### config.mk
export PLATFORM = sky130hd
export DESIGN_NAME = mean_and_stdev_accumulator
export DESIGN_NICKNAME = d
export VERILOG_FILES = /design/src/rtl/msd_pkg.sv /design/src/rtl/msd_front.sv /design/src/rtl/msd_queue.sv /design/src/rtl/msd_back.sv /design/src/rtl/mean_and_stdev_accumulator.sv
export SDC_FILE = /design/constraint.sdc
export NUM_CORES = 2
export LEC_CHECK = 0
export BUFFER_PORTS_ARGS = -buffer_cell sky130_fd_sc_hd__buf_2
export CAP_MARGIN = 5
export CORE_MARGIN = 4
export CORE_UTILIZATION = 55
export CTS_CLUSTER_SIZE = 10
export DETAILED_ROUTE_END_ITERATION = 16
export PLACE_DENSITY = 0.8
export SYNTH_ARGS = -nofsm -noshare
export SYNTH_HDL_FRONTEND = slang
export SYNTH_SLANG_ARGS = --single-unit
### constraint.sdc
create_clock -name clock -period 44.4 [get_ports clock]
set_input_delay 0 -clock clock [delete_from_list [all_inputs] [get_ports clock]]
set_output_delay 0 -clock clock [all_outputs]
set_load 0.005 [all_outputs]
### src/rtl/msd_pkg.sv
package msd_pkg;

   localparam int unsigned SAMPLE_W    = 24;
   localparam int unsigned MEAN_W      = 32;
   localparam int unsigned STDEV_W     = 32;
   localparam int unsigned TOTAL_W     = 13;
   localparam int unsigned RSP_TDATA_W = 80;
   localparam int unsigned RSP_PAD_W   = RSP_TDATA_W - MEAN_W - STDEV_W - TOTAL_W;

   localparam int unsigned DEF_MAX_SAMPLES   = 4096;
   localparam int unsigned DEF_SAMPLE_BITS   = 24;
   localparam int unsigned DEF_FRACTION_BITS = 8;

   localparam int unsigned QUEUE_DEPTH = 2;

   typedef enum logic [2:0] {
      BK_IDLE,
      BK_MUL,
      BK_SUB,
      BK_SQRT,
      BK_DIV_MEAN,
      BK_DIV_STD,
      BK_HOLD
   } back_state_type;

endpackage

### src/rtl/msd_front.sv
module msd_front #(
   parameter int unsigned MAX_SAMPLES = msd_pkg::DEF_MAX_SAMPLES,
   parameter int unsigned SAMPLE_BITS = msd_pkg::DEF_SAMPLE_BITS,
   parameter int unsigned CNT_W       = $clog2(MAX_SAMPLES + 1),
   parameter int unsigned SUM_W       = SAMPLE_BITS + CNT_W,
   parameter int unsigned SQ_W        = 2 * SAMPLE_BITS + CNT_W,
   parameter int unsigned SNAP_W      = CNT_W + SUM_W + SQ_W + 1
) (
   input  logic                          clock,
   input  logic                          reset,
   input  logic                          in_valid,
   input  logic [msd_pkg::SAMPLE_W-1:0]  in_sample,
   input  logic                          in_last,
   output logic                          in_ready,
   output logic                          push_valid,
   output logic [SNAP_W-1:0]             push_data,
   input  logic                          push_space
);
   import msd_pkg::*;

   logic [CNT_W-1:0]         count_ff, count_in, count_upd;
   logic [SUM_W-1:0]         sum_ff, sum_in, sum_upd;
   logic [SQ_W-1:0]          sq_ff, sq_in, sq_upd;
   logic                     ovf_ff, ovf_in, ovf_upd;
   logic [SAMPLE_BITS-1:0]   sample;
   logic [2*SAMPLE_BITS-1:0] square;
   logic                     accept;
   logic                     full;

   assign in_ready = push_space;
   assign accept   = in_valid & in_ready;
   assign sample   = in_sample[SAMPLE_BITS-1:0];
   assign square   = (2 * SAMPLE_BITS)'(sample) * (2 * SAMPLE_BITS)'(sample);
   assign full     = (count_ff == CNT_W'(MAX_SAMPLES));

   always_comb begin
      count_upd = count_ff;
      sum_upd   = sum_ff;
      sq_upd    = sq_ff;
      ovf_upd   = ovf_ff;
      if (full) begin
         ovf_upd = 1'b1;
      end else begin
         count_upd = count_ff + CNT_W'(1);
         sum_upd   = sum_ff + SUM_W'(sample);
         sq_upd    = sq_ff + SQ_W'(square);
      end
   end

   assign push_valid = accept & in_last;
   assign push_data  = {ovf_upd, sq_upd, sum_upd, count_upd};

   always_comb begin
      count_in = count_ff;
      sum_in   = sum_ff;
      sq_in    = sq_ff;
      ovf_in   = ovf_ff;
      if (push_valid) begin
         count_in = '0;
         sum_in   = '0;
         sq_in    = '0;
         ovf_in   = 1'b0;
      end else if (accept) begin
         count_in = count_upd;
         sum_in   = sum_upd;
         sq_in    = sq_upd;
         ovf_in   = ovf_upd;
      end
   end

   always_ff @(posedge clock) begin
      if (reset) begin
         count_ff <= '0;
         sum_ff   <= '0;
         sq_ff    <= '0;
         ovf_ff   <= 1'b0;
      end else begin
         count_ff <= count_in;
         sum_ff   <= sum_in;
         sq_ff    <= sq_in;
         ovf_ff   <= ovf_in;
      end
   end

`ifndef SYNTH
   a_count_bound: assert property (@(posedge clock) disable iff (reset)
      count_ff <= CNT_W'(MAX_SAMPLES))
      else $error("sample count beyond limit");

   a_ovf_only_full: assert property (@(posedge clock) disable iff (reset)
      ovf_ff |-> full)
      else $error("overflow flagged with count not full");
`endif

endmodule

### src/rtl/msd_queue.sv
module msd_queue #(
   parameter int unsigned WIDTH = 8,
   parameter int unsigned DEPTH = msd_pkg::QUEUE_DEPTH
) (
   input  logic             clock,
   input  logic             reset,
   input  logic             wr_valid,
   input  logic [WIDTH-1:0] wr_data,
   output logic             wr_space,
   output logic             rd_valid,
   output logic [WIDTH-1:0] rd_data,
   input  logic             rd_ready
);
   import msd_pkg::*;

   localparam int unsigned ADDR_W = (DEPTH > 1) ? $clog2(DEPTH) : 1;
   localparam int unsigned FILL_W = $clog2(DEPTH + 1);

   logic [WIDTH-1:0]  mem_ff [DEPTH];
   logic [ADDR_W-1:0] wr_ptr_ff, wr_ptr_in;
   logic [ADDR_W-1:0] rd_ptr_ff, rd_ptr_in;
   logic [FILL_W-1:0] fill_ff, fill_in;
   logic              do_wr, do_rd;

   assign wr_space = (fill_ff != FILL_W'(DEPTH));
   assign rd_valid = (fill_ff != '0);
   assign rd_data  = mem_ff[rd_ptr_ff];
   assign do_wr    = wr_valid & wr_space;
   assign do_rd    = rd_valid & rd_ready;

   always_comb begin
      wr_ptr_in = wr_ptr_ff;
      rd_ptr_in = rd_ptr_ff;
      fill_in   = fill_ff;
      if (do_wr) begin
         wr_ptr_in = (wr_ptr_ff == ADDR_W'(DEPTH - 1)) ? '0 : wr_ptr_ff + ADDR_W'(1);
      end
      if (do_rd) begin
         rd_ptr_in = (rd_ptr_ff == ADDR_W'(DEPTH - 1)) ? '0 : rd_ptr_ff + ADDR_W'(1);
      end
      if (do_wr && !do_rd) begin
         fill_in = fill_ff + FILL_W'(1);
      end else if (!do_wr && do_rd) begin
         fill_in = fill_ff - FILL_W'(1);
      end
   end

   always_ff @(posedge clock) begin
      if (reset) begin
         wr_ptr_ff <= '0;
         rd_ptr_ff <= '0;
         fill_ff   <= '0;
      end else begin
         wr_ptr_ff <= wr_ptr_in;
         rd_ptr_ff <= rd_ptr_in;
         fill_ff   <= fill_in;
      end
   end

   always_ff @(posedge clock) begin
      if (do_wr) begin
         mem_ff[wr_ptr_ff] <= wr_data;
      end
   end

`ifndef SYNTH
   a_no_overrun: assert property (@(posedge clock) disable iff (reset)
      wr_valid |-> wr_space)
      else $error("snapshot pushed into full queue");
`endif

endmodule

### src/rtl/msd_back.sv
module msd_back #(
   parameter int unsigned MAX_SAMPLES   = msd_pkg::DEF_MAX_SAMPLES,
   parameter int unsigned SAMPLE_BITS   = msd_pkg::DEF_SAMPLE_BITS,
   parameter int unsigned FRACTION_BITS = msd_pkg::DEF_FRACTION_BITS,
   parameter int unsigned CNT_W         = $clog2(MAX_SAMPLES + 1),
   parameter int unsigned SUM_W         = SAMPLE_BITS + CNT_W,
   parameter int unsigned SQ_W          = 2 * SAMPLE_BITS + CNT_W,
   parameter int unsigned SNAP_W        = CNT_W + SUM_W + SQ_W + 1
) (
   input  logic                         clock,
   input  logic                         reset,
   input  logic                         q_valid,
   input  logic [SNAP_W-1:0]            q_data,
   output logic                         q_ready,
   output logic                         res_valid,
   output logic [msd_pkg::MEAN_W-1:0]   res_mean,
   output logic [msd_pkg::STDEV_W-1:0]  res_stdev,
   output logic [msd_pkg::TOTAL_W-1:0]  res_total,
   output logic                         res_ovf,
   input  logic                         res_ready
);
   import msd_pkg::*;

   localparam int unsigned PROD_W     = SQ_W + CNT_W;
   localparam int unsigned RAD_W      = PROD_W + 2 * FRACTION_BITS;
   localparam int unsigned ROOT_W     = (RAD_W + 1) / 2;
   localparam int unsigned RADP_W     = 2 * ROOT_W;
   localparam int unsigned REM_W      = ROOT_W + 2;
   localparam int unsigned MDVD_W     = SUM_W + FRACTION_BITS;
   localparam int unsigned DIV_W      = (MDVD_W > ROOT_W) ? MDVD_W : ROOT_W;
   localparam int unsigned MUL_STEPS  = SUM_W;
   localparam int unsigned MAX_STEPS0 = (MUL_STEPS > ROOT_W) ? MUL_STEPS : ROOT_W;
   localparam int unsigned MAX_STEPS  = (MAX_STEPS0 > DIV_W) ? MAX_STEPS0 : DIV_W;
   localparam int unsigned STEP_W     = $clog2(MAX_STEPS);

   back_state_type    state_ff, state_in;
   logic [STEP_W-1:0] step_ff, step_in;
   logic [CNT_W-1:0]  n_ff, n_in;
   logic              ovf_ff, ovf_in;
   logic [SUM_W-1:0]  sum_ff, sum_in;
   logic [PROD_W-1:0] mcand_a_ff, mcand_a_in, mcand_b_ff, mcand_b_in;
   logic [CNT_W-1:0]  mplr_a_ff, mplr_a_in;
   logic [SUM_W-1:0]  mplr_b_ff, mplr_b_in;
   logic [PROD_W-1:0] acc_a_ff, acc_a_in, acc_b_ff, acc_b_in;
   logic [RADP_W-1:0] rad_ff, rad_in;
   logic [REM_W-1:0]  rem_ff, rem_in;
   logic [ROOT_W-1:0] root_ff, root_in;
   logic [DIV_W-1:0]  dvd_ff, dvd_in, quo_ff, quo_in;
   logic [CNT_W-1:0]  dr_ff, dr_in;
   logic [MEAN_W-1:0] mean_ff, mean_in;
   logic [STDEV_W-1:0] stdev_ff, stdev_in;

   logic [CNT_W-1:0]  q_n;
   logic [SUM_W-1:0]  q_sum;
   logic [SQ_W-1:0]   q_sq;
   logic              q_ovf;
   logic [PROD_W-1:0] diff;
   logic [REM_W+1:0]  rem_sh, trial;
   logic              sq_ge;
   logic [CNT_W:0]    dr_sh;
   logic              dv_ge;
   logic [DIV_W-1:0]  quo_next;

   assign {q_ovf, q_sq, q_sum, q_n} = q_data;

   assign diff     = acc_a_ff - acc_b_ff;
   assign rem_sh   = {rem_ff, rad_ff[RADP_W-1 -: 2]};
   assign trial    = (REM_W + 2)'({root_ff, 2'b01});
   assign sq_ge    = (rem_sh >= trial);
   assign dr_sh    = {dr_ff, dvd_ff[DIV_W-1]};
   assign dv_ge    = (dr_sh >= {1'b0, n_ff});
   assign quo_next = {quo_ff[DIV_W-2:0], dv_ge};

   // next state
   always_comb begin
      state_in = state_ff;
      case (state_ff)
         BK_IDLE:     if (q_valid) state_in = BK_MUL;
         BK_MUL:      if (step_ff == '0) state_in = BK_SUB;
         BK_SUB:      state_in = BK_SQRT;
         BK_SQRT:     if (step_ff == '0) state_in = BK_DIV_MEAN;
         BK_DIV_MEAN: if (step_ff == '0) state_in = BK_DIV_STD;
         BK_DIV_STD:  if (step_ff == '0) state_in = BK_HOLD;
         BK_HOLD:     if (res_ready) state_in = BK_IDLE;
         default:     state_in = BK_IDLE;
      endcase
   end

   // outputs
   always_comb begin
      q_ready   = 1'b0;
      res_valid = 1'b0;
      case (state_ff)
         BK_IDLE: q_ready   = 1'b1;
         BK_HOLD: res_valid = 1'b1;
         default: begin
            q_ready   = 1'b0;
            res_valid = 1'b0;
         end
      endcase
   end

   assign res_mean  = mean_ff;
   assign res_stdev = stdev_ff;
   assign res_total = TOTAL_W'(n_ff);
   assign res_ovf   = ovf_ff;

   // datapath
   always_comb begin
      step_in    = step_ff;
      n_in       = n_ff;
      ovf_in     = ovf_ff;
      sum_in     = sum_ff;
      mcand_a_in = mcand_a_ff;
      mcand_b_in = mcand_b_ff;
      mplr_a_in  = mplr_a_ff;
      mplr_b_in  = mplr_b_ff;
      acc_a_in   = acc_a_ff;
      acc_b_in   = acc_b_ff;
      rad_in     = rad_ff;
      rem_in     = rem_ff;
      root_in    = root_ff;
      dvd_in     = dvd_ff;
      quo_in     = quo_ff;
      dr_in      = dr_ff;
      mean_in    = mean_ff;
      stdev_in   = stdev_ff;
      case (state_ff)
         BK_IDLE: begin
            n_in       = q_n;
            ovf_in     = q_ovf;
            sum_in     = q_sum;
            mcand_a_in = PROD_W'(q_sq);
            mcand_b_in = PROD_W'(q_sum);
            mplr_a_in  = q_n;
            mplr_b_in  = q_sum;
            acc_a_in   = '0;
            acc_b_in   = '0;
            step_in    = STEP_W'(MUL_STEPS - 1);
         end
         BK_MUL: begin
            if (mplr_a_ff[0]) acc_a_in = acc_a_ff + mcand_a_ff;
            if (mplr_b_ff[0]) acc_b_in = acc_b_ff + mcand_b_ff;
            mcand_a_in = mcand_a_ff << 1;
            mcand_b_in = mcand_b_ff << 1;
            mplr_a_in  = mplr_a_ff >> 1;
            mplr_b_in  = mplr_b_ff >> 1;
            step_in    = step_ff - STEP_W'(1);
         end
         BK_SUB: begin
            rad_in  = (acc_a_ff >= acc_b_ff) ?
                      (RADP_W'(diff) << (2 * FRACTION_BITS)) : '0;
            rem_in  = '0;
            root_in = '0;
            step_in = STEP_W'(ROOT_W - 1);
         end
         BK_SQRT: begin
            rad_in = rad_ff << 2;
            if (sq_ge) begin
               rem_in  = REM_W'(rem_sh - trial);
               root_in = {root_ff[ROOT_W-2:0], 1'b1};
            end else begin
               rem_in  = REM_W'(rem_sh);
               root_in = {root_ff[ROOT_W-2:0], 1'b0};
            end
            step_in = step_ff - STEP_W'(1);
            if (step_ff == '0) begin
               dvd_in  = DIV_W'(sum_ff) << FRACTION_BITS;
               dr_in   = '0;
               quo_in  = '0;
               step_in = STEP_W'(DIV_W - 1);
            end
         end
         BK_DIV_MEAN, BK_DIV_STD: begin
            dvd_in  = dvd_ff << 1;
            dr_in   = dv_ge ? CNT_W'(dr_sh - {1'b0, n_ff}) : dr_sh[CNT_W-1:0];
            quo_in  = quo_next;
            step_in = step_ff - STEP_W'(1);
            if (step_ff == '0) begin
               if (state_ff == BK_DIV_MEAN) begin
                  mean_in = MEAN_W'(quo_next);
                  dvd_in  = DIV_W'(root_ff);
                  dr_in   = '0;
                  quo_in  = '0;
                  step_in = STEP_W'(DIV_W - 1);
               end else begin
                  stdev_in = STDEV_W'(quo_next);
               end
            end
         end
         default: begin
            step_in = step_ff;
         end
      endcase
   end

   always_ff @(posedge clock) begin
      if (reset) begin
         state_ff <= BK_IDLE;
      end else begin
         state_ff <= state_in;
      end
   end

   always_ff @(posedge clock) begin
      step_ff    <= step_in;
      n_ff       <= n_in;
      ovf_ff     <= ovf_in;
      sum_ff     <= sum_in;
      mcand_a_ff <= mcand_a_in;
      mcand_b_ff <= mcand_b_in;
      mplr_a_ff  <= mplr_a_in;
      mplr_b_ff  <= mplr_b_in;
      acc_a_ff   <= acc_a_in;
      acc_b_ff   <= acc_b_in;
      rad_ff     <= rad_in;
      rem_ff     <= rem_in;
      root_ff    <= root_in;
      dvd_ff     <= dvd_in;
      quo_ff     <= quo_in;
      dr_ff      <= dr_in;
      mean_ff    <= mean_in;
      stdev_ff   <= stdev_in;
   end

`ifndef SYNTH
   a_mul_exit: assert property (@(posedge clock) disable iff (reset)
      (state_ff == BK_MUL && step_ff == '0) |=> state_ff == BK_SUB)
      else $error("multiply phase did not hand over to subtract");

   a_sqrt_rem: assert property (@(posedge clock) disable iff (reset)
      state_ff == BK_SQRT |-> rem_ff <= {1'b0, root_ff, 1'b0})
      else $error("root remainder exceeds twice the partial root");

   a_div_rem: assert property (@(posedge clock) disable iff (reset)
      (state_ff == BK_DIV_MEAN || state_ff == BK_DIV_STD) |-> dr_ff < n_ff)
      else $error("divider remainder not below count");
`endif

endmodule

### src/rtl/mean_and_stdev_accumulator.sv
// Mean and population standard deviation over lists of unsigned samples.
// Input stream: req_tdata carries one sample per transaction, req_tlast marks
// the final sample of a list. Samples are accumulated at one per cycle while
// req_tready is high. Result stream: one transaction per list, mean =
// floor(sum*2^F/n) and stdev = floor(isqrt((n*sumsq - sum^2)*2^2F)/n), both
// with F fraction bits, plus the kept sample count and a flag for samples
// dropped past MAX_SAMPLES. A last sample pushes a snapshot of the sums into a
// two-entry queue; a sequencer then runs two parallel shift-add multiplies, a
// two-bit-per-step square root and two restoring divides. The back end takes
// one list at a time from the queue and starts the next once its result has
// moved to the output register.
// req_tready drops only while both queue entries hold lists not yet started.
// The result sits in an output register; while the receiver stalls it holds,
// the back end finishes the next list and waits, and sampling continues.
// Reset (synchronous) clears the running sums, the queue and the output valid.
module mean_and_stdev_accumulator #(
   parameter int unsigned MAX_SAMPLES   = msd_pkg::DEF_MAX_SAMPLES,
   parameter int unsigned SAMPLE_BITS   = msd_pkg::DEF_SAMPLE_BITS,
   parameter int unsigned FRACTION_BITS = msd_pkg::DEF_FRACTION_BITS
) (
   input  logic                             clock,
   input  logic                             reset,
   input  logic                             req_tvalid,
   output logic                             req_tready,
   input  logic [msd_pkg::SAMPLE_W-1:0]     req_tdata,   // [23:0] sample_value
   input  logic                             req_tlast,   // is_last
   output logic                             rsp_tvalid,
   input  logic                             rsp_tready,
   // [31:0] mean_fixed, [63:32] stdev_fixed, [76:64] sample_total, [79:77] zero
   output logic [msd_pkg::RSP_TDATA_W-1:0]  rsp_tdata,
   output logic                             rsp_tuser    // [0] overflowed
);
   import msd_pkg::*;

   localparam int unsigned CNT_W  = $clog2(MAX_SAMPLES + 1);
   localparam int unsigned SUM_W  = SAMPLE_BITS + CNT_W;
   localparam int unsigned SQ_W   = 2 * SAMPLE_BITS + CNT_W;
   localparam int unsigned SNAP_W = CNT_W + SUM_W + SQ_W + 1;

   logic               push_valid, push_space;
   logic [SNAP_W-1:0]  push_data;
   logic               q_valid, q_ready;
   logic [SNAP_W-1:0]  q_data;
   logic               res_valid, res_ready, res_ovf;
   logic [MEAN_W-1:0]  res_mean;
   logic [STDEV_W-1:0] res_stdev;
   logic [TOTAL_W-1:0] res_total;

   logic                   rsp_valid_ff, rsp_valid_in;
   logic [RSP_TDATA_W-1:0] rsp_data_ff, rsp_data_in;
   logic                   rsp_user_ff, rsp_user_in;

   msd_front #(
      .MAX_SAMPLES (MAX_SAMPLES),
      .SAMPLE_BITS (SAMPLE_BITS),
      .CNT_W       (CNT_W),
      .SUM_W       (SUM_W),
      .SQ_W        (SQ_W),
      .SNAP_W      (SNAP_W)
   ) u_front (
      .clock      (clock),
      .reset      (reset),
      .in_valid   (req_tvalid),
      .in_sample  (req_tdata),
      .in_last    (req_tlast),
      .in_ready   (req_tready),
      .push_valid (push_valid),
      .push_data  (push_data),
      .push_space (push_space)
   );

   msd_queue #(
      .WIDTH (SNAP_W),
      .DEPTH (QUEUE_DEPTH)
   ) u_queue (
      .clock    (clock),
      .reset    (reset),
      .wr_valid (push_valid),
      .wr_data  (push_data),
      .wr_space (push_space),
      .rd_valid (q_valid),
      .rd_data  (q_data),
      .rd_ready (q_ready)
   );

   msd_back #(
      .MAX_SAMPLES   (MAX_SAMPLES),
      .SAMPLE_BITS   (SAMPLE_BITS),
      .FRACTION_BITS (FRACTION_BITS),
      .CNT_W         (CNT_W),
      .SUM_W         (SUM_W),
      .SQ_W          (SQ_W),
      .SNAP_W        (SNAP_W)
   ) u_back (
      .clock     (clock),
      .reset     (reset),
      .q_valid   (q_valid),
      .q_data    (q_data),
      .q_ready   (q_ready),
      .res_valid (res_valid),
      .res_mean  (res_mean),
      .res_stdev (res_stdev),
      .res_total (res_total),
      .res_ovf   (res_ovf),
      .res_ready (res_ready)
   );

   assign res_ready = ~rsp_valid_ff | rsp_tready;

   always_comb begin
      rsp_valid_in = rsp_valid_ff;
      rsp_data_in  = rsp_data_ff;
      rsp_user_in  = rsp_user_ff;
      if (res_valid && res_ready) begin
         rsp_valid_in = 1'b1;
         rsp_data_in  = {{RSP_PAD_W{1'b0}}, res_total, res_stdev, res_mean};
         rsp_user_in  = res_ovf;
      end else if (rsp_tready) begin
         rsp_valid_in = 1'b0;
      end
   end

   always_ff @(posedge clock) begin
      if (reset) begin
         rsp_valid_ff <= 1'b0;
      end else begin
         rsp_valid_ff <= rsp_valid_in;
      end
   end

   always_ff @(posedge clock) begin
      rsp_data_ff <= rsp_data_in;
      rsp_user_ff <= rsp_user_in;
   end

   assign rsp_tvalid = rsp_valid_ff;
   assign rsp_tdata  = rsp_data_ff;
   assign rsp_tuser  = rsp_user_ff;

endmodule
# Word-level counts from Yosys, hierarchy flattened

Memories as Yosys holds them, arrays and structs flattened. A register that Yosys moved wholly into a read port is not among the register bits.
Cells that the tools add are included.
W data, S select, Z words.

Register bits after elaboration: 936
Memory bits (writable): 224
Input port bits: 29
Output and inout bits: 83
Word-level logic and storage cells: 146
Memories kept: 1

Add/sub/neg operators: 13
$mul: 1
Order comparisons: 3
Equal/unequal tests: 16
Muxes and demuxes: 54
Bitwise operators: 7
Reduce and logical (&&, ||, !) cells: 22

Memory list:

| name           | words | bits a word | rd ports | clocked after memory_dff | wr ports | RTL line        | text |
|---|---|---|---|---|---|---|---|
| u_queue.mem_ff | 2     | 112         | 1        | 1                        | 1        | msd_queue.sv:19 | `logic [WIDTH-1:0] mem_ff [DEPTH];` |

Operators with widths:

| operator         | number |
|---|---|
| $pmux W74 S2     | 4 |
| $pmux W45 S2     | 2 |
| $pmux W90 S2     | 1 |
| $add A74 B74 Y74 | 2 |
| $mux W74         | 2 |
| $mux W45         | 3 |
| $pmux W47 S2     | 1 |
| $mux W31         | 3 |
| $mux W90         | 1 |
| $ge A74 B74 Y1   | 1 |
| $pmux W37 S2     | 1 |
| $sub A74 B74 Y74 | 1 |
| $mux W13         | 5 |
| $pmux W31 S2     | 1 |
| $add A61 B48 Y61 | 1 |
| $mux W61         | 1 |
| $pmux W13 S2     | 2 |
| $ge A49 B47 Y1   | 1 |
| $mul A24 B24 Y48 | 1 |
| $mux W47         | 1 |
| $sub A47 B47 Y47 | 1 |
| $add A37 B24 Y37 | 1 |
| $mux W37         | 1 |
| $pmux W6 S5      | 1 |
| 31 further kinds | 77 |

# Logic depth before layout (Yosys ltp)

Word-level depth: 8
Mapped depth: 29
Gate-level depth less buffers: 26

# Hierarchy

Synthesis repeated with hierarchy kept, for this count alone.

Cells, all modules: 7879
Area, all modules: 79516.3 µm²

By module, submodules not included:

| module                     | instances | cells each | area each (µm²) | seq. area each (µm²) |
|---|---|---|---|---|
| msd_back                   | 1         | 4449       | 43973.4         | 21740.9 |
| msd_front                  | 1         | 2971       | 24796.3         | 2242.2 |
| msd_queue                  | 1         | 372        | 8323.0          | 6826.5 |
| mean_and_stdev_accumulator | 1         | 87         | 2423.6          | 2362.3 |

# Worst setup path after synthesis

No wires, ideal clock.

Kind: reg2reg
Start: register u_back.state_ff[1]
End: register u_back.dr_ff[0] (enable)
Setup time: 660 ps
Arrival time: 15305 ps
Required time: 43740 ps
Path slack: 28435 ps
Cell stages (with the launch flop): 5
Path buffers: 1
Period minus slack after synthesis: 15965 ps
Cells stage by stage: dfxtp_1 nor2b_1 nand2_1 clkbuf_1 o21ai_0

Longest elaborated chain between the ends: 4
Elaborated cells between the ends (all ways): 7
Those cells by class: eq/ne: 4; reduce/logical: 3

RTL lines:

| item                          | RTL line        | text |
|---|---|---|
| start, declared               | msd_back.sv:36  | `back_state_type state_ff, state_in;` |
| start signal, assigned        | msd_back.sv:201 | `state_ff <= state_in;` |
| $eq A3 B3 Y1                  | msd_back.sv:128 | `case (state_ff)` |
| $reduce_or A2 Y1              | msd_back.sv:128 |  |
| $reduce_bool A2 Y1 (no line)  | n/a             |  |
| $reduce_and A2 Y1 (no line) * | n/a             |  |
| end signal, assigned          | msd_back.sv:221 | `dr_ff <= dr_in;` |
| end, declared                 | msd_back.sv:49  | `logic [CNT_W-1:0] dr_ff, dr_in;` |

Mark *: on every way between the ends. The rest lies on a longest branch, timed or not.
A chain may end at the register's enable or synchronous reset.

# Final worst setup path

Start: input req_tdata[20] (netlist name)
End: memory u_queue.mem_ff[0][107] (netlist name) (data pin)

Longest elaborated chain between the ends: 3

RTL lines:

| item               | RTL line                         | text |
|---|---|---|
| start, declared    | mean_and_stdev_accumulator.sv:25 | `input logic [msd_pkg::SAMPLE_W-1:0] req_tdata,` |
| $mul A24 B24 Y48   | msd_front.sv:33                  | `assign square = (2 * SAMPLE_BITS)'(sample) * (2 * SAMPLE_BITS)'(sample);` |
| $add A61 B48 Y61   | msd_front.sv:46                  | `sq_upd = sq_ff + SQ_W'(square);` |
| $mux W61           | msd_front.sv:41                  | `if (full) begin` |
| net push_data[107] | mean_and_stdev_accumulator.sv:41 | `logic [SNAP_W-1:0] push_data;` |
| end, declared      | msd_queue.sv:19                  |  |

The timed path passes the listed nets, and every way through them passes these cells.

==> results.py <==
metrics = {
    "logic_synthesis": {
        "ys_dominant_reg_cell": "edfxtp_1",
        "yosys.area.top_type": "edfxtp_1",
        "synthesis.area_um2": 80100,
        "syn_avg_cell_area_um2": 10.17,
        "seq_area_frac_synth_pct": 41.41,
        "synthTopCellsByArea": "edfxtp_1 38%, fa_1 12%, ha_1 7.7%",
        "yosys_warnings": 0,
        "synth_edf_count": 1024,
        "ys_seq_elements": 1145,
        "synth_cell_types": 89,
        "async_flop_share_pct": 0,
        "synth_top_area_share_pct": 38.39,
        "synthCells": 7879,
    },
    "layout": {
        "mostFrequentLayoutCell": "edfxtp_1",
        "seq_area_um2": 33180,
        "multi_input_area_um2": 42100,
        "fillers": 11590,
        "stdcell_area_um2": 86090,
        "drive_above_1_share_pct": 5.525,
        "syn_to_final_growth_pct": 7.471,
        "final_cell_mix": "1024 x edfxtp_1, 923 x inv_1, 819 x nand2_1, 580 x nor2_1, 491 x ha_1",
        "nNetsFinal": 8798,
    },
    "timing": {
        "final_max_slew_viol_count": 0,
        "max_freq_mhz": 132.8,
        "finalSetupViolations": 0,
        "rsz0062_at_grt": "no",
        "setup_slack_ns": 36.87,
        "timing.final.crit_share_pct": 16.96,
        "worst-slew-pin-transition_ns": 1.181,
        "finalCriticalPeriod_ns": 7.528,
        "finalHoldViolCount": 0,
        "tns_ns": 0,
        "max_slew_margin_pct": 20.76,
        "finClkSkew_ns": 0.04720,
    },
    "worst_setup_path": {
        "r2r_cells": 17,
        "r2r-end": "u_queue.mem_ff[0][107]",
        "critical-path-max-stage-delay_ns": 0.82,
        "r2r-start": "u_front.sq_ff[10]",
        "r2r_slack_ns": 38.22,
        "cp_max_fo": 24,
        "critPathCaptureType": "flip-flop",
        "crit_slowest_cell": "a2111oi_0",
        "crit_required_ns": 44.90,
        "critPathArrivalTime_ns": 8.03,
        "worstSetupStartpointType": "primary input",
        "path_class": "primary input to flip-flop",
    },
    "floorplanning": {
        "die_w_um": 389.6,
        "dieArea_um2": 151800,
        "rows": 139,
        "fp.dieH_um": 389.6,
        "ioPinCount": 112,
        "core_area_um2": 144200,
        "start_util_pct": 55.56,
    },
    "clock_network": {
        "htree_levels": 4,
        "clk_path_buf_depth": 3,
        "cts_resized": 0,
        "cts_tree": "done",
        "cts_sinks": 1145,
        "clock_latency_ns": 0.77,
        "clkTransAtPathRegs_ns": 0.05,
        "root_buffer": "clkbuf_16",
        "cts_made_buffers": 137,
    },
    "place": {
        "place_area_um2": 81970,
        "dp_slack_ns": 36.17,
        "dp_hpwl_um": 151400,
        "gp_congestion": 0.9642,
        "portBuffers": 108,
    },
    "drt": {
        "wl_per_cell_um": 20.75,
        "drt_iter0_drc": 5473,
        "drc": 0,
        "dr.pass1.iters": 6,
        "postRouteAntennaNets": 0,
        "num_vias": 58110,
        "wl_um": 202900,
        "via_per_inst": 5.944,
    },
    "hold_path": {
        "hold_depth": 4,
        "hold_end": "u_queue.mem_ff[1][50]",
        "min_from": "req_tdata[0]",
        "hold_path.class": "primary input to flip-flop",
    },
    "global_routing": {
        "antenna_found_initial": 4,
        "gr-total-overflow": 0,
        "grt_pass1_vias": 58060,
        "grt_max_degree": 169,
        "grt_util_all_layers_pct": 26.46,
        "grt_pass1_wl_um": 319700,
    },
    "status": {
        "status": "finished, final reports clean",
    },
    "flow_run": {
        "cap_violations": 0,
    },
}
cells in the mapped netlist (79+ instances only):
cell type	count
a21o_1	173
a21oi_1	474
and2_1	177
and3_1	110
clkbuf_1	299
dfxtp_1	121
edfxtp_1	1024
fa_1	480
ha_1	491
inv_1	923
mux2i_1	158
nand2_1	822
nand3_1	112
nand4_1	111
nor2_1	583
nor3_1	101
o21a_1	120
o21ai_0	361
o21bai_1	79
xnor2_1	221
xor2_1	167
what timing repair did:
action	4_1_cts	5_1_grt
buffers inserted	0	0
endpoints found under the hold margin	25	0
hold buffers	5	0
worst max-delay path by stage:
stage / from / endpoint / slack, ns
floorplan: u_back.state_ff[1] / u_back.dr_ff[0] / 28.44
global placement: req_tdata[20] / u_queue.mem_ff[0][107] / 36.29
detailed placement: req_tdata[20] / u_queue.mem_ff[0][107] / 36.17
CTS: req_tdata[20] / u_queue.mem_ff[0][107] / 36.96
global route: req_tdata[18] / u_queue.mem_ff[0][107] / 36.47
finish: req_tdata[20] / u_queue.mem_ff[0][107] / 36.87
sequential cells by signal (all words and copies together), names as in the netlist, 32 cells and up, named ones only:
signal	cells
u_queue.mem_ff	224
rsp_tdata	77
u_back.acc_a_ff	74
u_back.acc_b_ff	74
u_back.mcand_a_ff	74
u_back.mcand_b_ff	74
u_back.rad_ff	74
u_front.sq_ff	61
u_back.rem_ff	47
u_back.dvd_ff	45
u_back.root_ff	45
u_back.mplr_b_ff	37
u_back.sum_ff	37
u_front.sum_ff	37
u_back.res_mean	32
u_back.res_stdev	32
through the flow:
step / hold WS (ns) / utilization, % / instances
3_3_place_gp: 0.3741 / 56.86 / 9557
5_1_grt: 0.2317 / 59.71 / 9776
6_report: 0.2100 / 59.71 / 9777
3_5_place_dp: 0.3890 / 56.86 / 9557
2_1_floorplan: 0.2702 / - / 7881
4_1_cts: 0.1416 / 59.71 / 9776
cells by family after synthesis:
| logic type | after synthesis | synth area share, % |
|---|---|---|
| buf+inv | 1298 | 6.193 |
| fa+ha+maj | 971 | 19.67 |
| simple gates | 2238 | 12.86 |
| compound gates | 1616 | 12.75 |
| flops | 1145 | 41.41 |
| other cells | 1 | 0.004682 |
| mux | 222 | 2.874 |
| xor+xnor | 388 | 4.242 |
metal layers:
layer	up-vias	track usage (%)	wire, µm
met3	422	4.004	14120
li1	27010	-	-
met5	-	0	9
met4	2	10.20	8270
met2	2231	42.76	94280
met1	28450	36.26	86240
worst max-delay path: cells and delay by family:
| kind | cells | cell delay (ns) |
|---|---|---|
| buffers and inverters | 8 | 1.14 |
| adders and majority gates | 8 | 3.89 |
| AOI/OAI and AO/OA | 4 | 1.66 |
| xor gates and xnor gates | 1 | 0.14 |
| and+or+nand+nor | 5 | 1.18 |
final cells by class:
type	instances	area share (%)
clock buffer	185	4.203
clock inverter	29	0.5102
tap	1903	2.766
inverter	924	4.029
antenna	1	0.002907
sequential	1145	38.54
multi-input combinational	5438	48.91
timing repair buffer	152	1.041
Power is not shown: default switching activity piles up to over one toggle a cycle in this logic, so the estimate is an artifact.
